### src/rtl/msfk_pkg.sv
package msfk_pkg;
	localparam int MAX_POINTS = 256;
	localparam int FEAT_SLOTS = 8;
	localparam int VALUE_BITS = 16;
	localparam int DIST_W = 40;
	localparam logic [DIST_W-1:0] DIST_SAT = {DIST_W{1'b1}};
	localparam logic CMD_POINT = 1'b0;
	localparam logic CMD_SEED  = 1'b1;
	localparam logic [2:0] REG_WINDOW   = 3'd0;
	localparam logic [2:0] REG_CONVERGE = 3'd1;
	localparam logic [2:0] REG_FEATURES = 3'd2;
	localparam logic [2:0] REG_POINTS   = 3'd3;
	localparam logic [2:0] REG_CAP      = 3'd4;
	localparam logic STATUS_CONVERGED = 1'b0;
	localparam logic STATUS_CAP       = 1'b1;

	typedef enum logic [8:0] {
		ST_IDLE  = 9'b000000001,
		ST_START = 9'b000000010,
		ST_RD    = 9'b000000100,
		ST_ACC   = 9'b000001000,
		ST_PTEND = 9'b000010000,
		ST_DIV   = 9'b000100000,
		ST_CONV  = 9'b001000000,
		ST_DECIDE = 9'b010000000,
		ST_EMIT  = 9'b100000000
	} state_t;

	typedef struct packed {
		logic start;
		logic busy;
	} div_ctl_t;
endpackage

### src/rtl/msfk_div.sv
module msfk_div #(
	parameter int NW = 32,
	parameter int DW = 17
) (
	input  logic              clk,
	input  logic              arst_n,
	input  msfk_pkg::div_ctl_t ctl,
	input  logic [NW-1:0]     num,
	input  logic [DW-1:0]     den,
	output logic [NW-1:0]     quo,
	output logic              done
);
	import msfk_pkg::*;
	localparam int CW = $clog2(NW + 1);
	logic [NW-1:0] q_q;
	logic [DW:0]   r_q;
	logic [DW-1:0] d_q;
	logic [CW-1:0] cnt_q;
	logic          run_q;
	logic [DW:0]   trial;

	assign trial = {r_q[DW-1:0], q_q[NW-1]} - {1'b0, d_q};
	assign quo = q_q;

	always_ff @(posedge clk or negedge arst_n) begin
		if (!arst_n) begin
			run_q <= 1'b0;
			cnt_q <= '0;
			done  <= 1'b0;
		end else begin
			done <= 1'b0;
			if (ctl.start && !ctl.busy) begin
				run_q <= 1'b1;
				cnt_q <= CW'(NW);
			end else if (run_q) begin
				cnt_q <= cnt_q - 1'b1;
				if (cnt_q == CW'(1)) begin
					run_q <= 1'b0;
					done  <= 1'b1;
				end
			end
		end
	end

	always_ff @(posedge clk) begin
		if (ctl.start && !ctl.busy) begin
			q_q <= num;
			r_q <= '0;
			d_q <= den;
		end else if (run_q) begin
			if (!trial[DW]) begin
				r_q <= trial;
				q_q <= {q_q[NW-2:0], 1'b1};
			end else begin
				r_q <= {r_q[DW-1:0], q_q[NW-1]};
				q_q <= {q_q[NW-2:0], 1'b0};
			end
		end
	end
endmodule
### config.mk
export PLATFORM = sky130hd
export DESIGN_NAME = msfk_div
export DESIGN_NICKNAME = d
export VERILOG_FILES = /design/src/rtl/msfk_pkg.sv /design/src/rtl/msfk_div.sv
export SDC_FILE = /design/constraint.sdc
export NUM_CORES = 1
export LEC_CHECK = 0
export BUFFER_PORTS_ARGS = -buffer_cell sky130_fd_sc_hd__buf_4
export CAP_MARGIN = 20
export CORE_ASPECT_RATIO = 1.5
export CORE_UTILIZATION = 59
export CTS_CLUSTER_DIAMETER = 30
export DETAILED_ROUTE_END_ITERATION = 6
export PLACE_DENSITY_LB_ADDON = 0.1
export SLEW_MARGIN = 5
export SYNTH_ARGS = -nofsm -noshare
export SYNTH_HDL_FRONTEND = slang
export SYNTH_SLANG_ARGS = --single-unit
### constraint.sdc
create_clock -name clk -period 6.7 [get_ports clk]
set_clock_uncertainty 0.2 [all_clocks]
set_input_delay 1.34 -clock clk [delete_from_list [all_inputs] [get_ports clk]]
set_output_delay 1.34 -clock clk [all_outputs]
set_load 0.05 [all_outputs]
==> PnR_summary.wiki <==
{| class="wikitable"
! Metric !! Value
|-
| Result of the run || complete, no violations
|-
| Crit path time final || about 3.3 ns
|-
| Yosys warnings || 0
|-
| Sequential cell fraction of total power || 0.346
|-
| # IOs || 86
|-
| Placement Rows || 36
|-
| Post-Synthesis Net Count || slightly below 500
|-
| Fraction of registers with async set/reset || 0.1081
|-
| Iteration-0 DRC Markers || roughly 200
|-
| Die area || 7142 µm²
|-
| Peak fanout along the critical path || 20
|-
| Final standard cell utilization of the core || 0.7441
|-
| Post-layout nets || about 580
|-
| Count of unresolved DRC violations after routing || 0
|-
| Critical-path top delay cell || or4b_1
|-
| Count of state elements after synthesis || 74
|-
| Slew Limit Headroom || 0.5041
|-
| Clock edge transition at the registers on the reported setup and hold paths || 0.07 ns
|-
| RSZ-0062 raised after global routing || false
|-
| Final setup violation count || 0
|-
| # H-tree levels || 3
|-
| Max-cap violations || 0
|-
| Kind of capture point of the worst setup path || register
|-
| Number of cells produced by synthesis || 420
|-
| Number of antenna violations at the first check in global routing || 0
|-
| Hold slack || about 0.34 ns
|-
| Design internal power || approximately 1300 µW
|-
| Placeable core region || ~6500 µm²
|-
| Quantity of hold-fixing buffers added after cts || 0
|-
| Number of flops mapped to enable cells by yosys || 49
|-
| Highest achievable clock rate || between 300 and 400 MHz
|-
| Vertical extent of the die || 103.0 µm
|-
| Element type at the critical path start || register
|-
| Overall track demand over capacity in global routing || 0.2572
|-
| Clock net sink count || between 70 and 80
|-
| Drt wl/cell || 14.83 µm
|-
| Max incr delay on CP || around 0.7 ns
|-
| Fraction of power consumed by the clock network || 0.142
|-
| Total Wirelength || between 8 and 9 mm
|-
| Final slew viol count || 0
|-
| Sequential share of the synthesized area || 0.5014
|-
| PnR Total Power || between 2000 and 2500 µW
|-
| Total CTS buffers || 9
|-
| CTS resizes || 0
|-
| Remaining Overflow, GRT || 0
|-
| Number of optimization iterations in the first detailed-route pass || 4
|-
| Root buffer cell || clkbuf_8
|-
| Final HPWL DP || 6.194 mm
|-
| Synthesized area || approximately 4000 µm²
|-
| Worst vdd ir || 371.5 µV
|-
| Via density || approximately 5.5
|-
| Leak pwr || 0.002304 µW
|-
| Most used flip-flop cell after synthesis || edfxtp_1
|-
| Transition time at the pin with the least slew margin || approximately 0.74 ns
|-
| Proportion of power drawn by combinational gates || 0.512
|-
| Post-route clock period utilization || 0.4879
|-
| Category of the critical setup timing path || register to register
|-
| Sum of buffers and inverters on the critical path || 1
|-
| Diodes inserted || 0
|-
| Initial core utilization || 0.6144
|-
| Clock tree from TritonCTS || built
|-
| Hold Fails Final Rpt || 0
|-
| Bufs on Longest Clock Path || 2
|-
| Remaining number of nets flagged by the antenna check after routing || 0
|-
| Required time of the critical path || about 6.8 ns
|-
| Share of cells above drive strength 1 || 0.2189
|-
| Pwr per Cell Area || between 400 and 500 nW/µm²
|-
| Global-route wire length before repair || approximately 14 mm
|-
| Maximum number of pins on one net before global-route repair || between 50 and 60
|-
| Gate family responsible for the most delay along the worst path || simple AND/OR/NAND/NOR gates
|-
| Number of global-route vias before repair || between 3k and 4k
|-
| Total number of vias || ~3.2k
|-
| Switching share of total power || 0.4427
|-
| Die Span X || roughly 69 µm
|-
| Clock latency on the worst-skew pair || ~0.34 ns
|-
| Post-synth cell types || 51
|-
| Class of the worst hold path || register to register
|-
| Buffers inserted during post-CTS setup optimization || 0
|-
| Mean instance size in the synthesized netlist || around 9.6 µm²
|-
| Accumulated negative setup slack || 0 ns
|-
| Switching power || between 1000 and 1500 µW
|-
| RD Place Congestion || ~0.87
|-
| Count of buffers from port buffering || 85
|-
| Cell Chain, Critical Path || inv_1 > ha_1 > and2_4 > o211ai_1 > a211oi_2 > or3_1 > nand3_2 > or4b_1 > a21oi_1
|-
| Synthesis-to-layout area growth || 21.11%
|-
| Endpoint arrival time on the critical path || ~3.3 ns
|}
[routing by layer]
| layer | global-route usage | wire (µm) |
|---|---|---|
| met1 | 0.2881 | 3572 |
| met2 | 0.4586 | 4409 |
| met3 | 0.07429 | 529 |
| met4 | 0.1099 | 131 |
| met5 | 0 | 0 |
[cell usage in the layout (no fill, tap or decap), types with 4 or more instances in the layout]
cell	n
xor2_1	5
o21ai_0	25
a21oi_1	26
mux2i_1	13
edfxtp_1	49
xnor2_1	10
and3_1	5
clkbuf_8	12
ha_1	19
nor3_1	6
dfrtp_1	8
buf_4	89
dfxtp_1	17
nor2_1	18
a211oi_1	4
nand2_1	114
inv_1	22
a31oi_1	4
o21a_1	5
nor2b_1	7
[path summary, 6_finish.rpt]
| path | start | endpoint | slack, ns | cells past startpoint |
|---|---|---|---|---|
| min | r_q[1] | r_q[1] | 0.34 | 2 |
| max | d_q[4] | r_q[11] | 3.43 | 9 |
| max in group asynchronous | arst_n | cnt_q[1] | 5.57 | 1 |
| min in group asynchronous | arst_n | done | 0.60 | 1 |
| max reg2reg | d_q[4] | r_q[11] | 3.43 | 9 |
| min reg2reg | r_q[1] | r_q[1] | 0.34 | 2 |
[worst min-delay path, delay by kind of cell (launching register included)]
family	cells	cell delay [ns]
flops	1	0.35
compound gates	1	0.07
simple gates	1	0.07
[power by group through the flow]
stage                     combinational, µW  sequential, µW  clock, µW
after floorplan                         577            1100          0
after global placement                 1130             790          0
after detailed placement               1170             791          0
after CTS                              1170             789        328
after global routing                   1270             809        346
final                                  1170             788        323
[final cells by class]
cell class | count | area (µm²)
clock buffer | 14 | 172.7
clock inverter | 2 | 10.01
fill | 452 | 1672
inverter | 23 | 86.33
multi-input combinational | 305 | 1815
sequential | 74 | 2012
tap | 76 | 95.09
timing repair buffer | 89 | 668.1
[synthesized netlist by cell type (2+ instances only)]
library cell	instances	share of area
nand2_1	114	0.11
dfxtp_1	17	0.085
ha_1	19	0.059
xnor2_1	10	0.022
mux2i_1	13	0.032
nor3b_1	2	0.0037
nand2b_1	3	0.0047
a21oi_1	26	0.032
inv_1	22	0.021
a21boi_0	2	0.0037
buf_6	2	0.0056
and3_1	5	0.0078
nor2_1	18	0.017
o22ai_1	2	0.0031
o211ai_1	2	0.0037
a211oi_1	4	0.0075
or3_1	2	0.0031
nand3b_1	3	0.0056
o21ai_0	25	0.031
nand3_1	3	0.0037
edfxtp_1	49	0.37
and2_1	3	0.0047
o31ai_1	3	0.0056
mux2_2	2	0.0056
xor2_1	5	0.011
a31oi_1	4	0.0062
clkbuf_1	14	0.013
dfrtp_1	8	0.050
nor3_1	6	0.0075
nor2b_1	7	0.011
o21a_1	5	0.0094
[registers in the layout, summed over array words and instances, names as in the netlist]
signal and flops:
cnt_q 6, d_q 17, done 1, quo 32, r_q 17, run_q 1
[metrics by stage]
stage	worst slack [ns]	instances	area [µm²]
global route	3.271	583	4860
floorplan	3.303	420	4013
CTS	3.443	583	4860
global placement	3.381	567	4677
detailed placement	3.319	567	4677
finish	3.431	583	4860
[logic make-up after synthesis]
group | Yosys count | synth area share
AND/OR/NAND/NOR | 170 | 0.1840
AO/OA/AOI/OAI | 85 | 0.1335
flip-flops | 74 | 0.5014
buffers and inverters | 41 | 0.04615
adder cells (fa/ha/maj) | 20 | 0.06424
XOR/XNOR | 15 | 0.03274
multiplexers | 15 | 0.03804
Power figures use the tool's default switching activity.
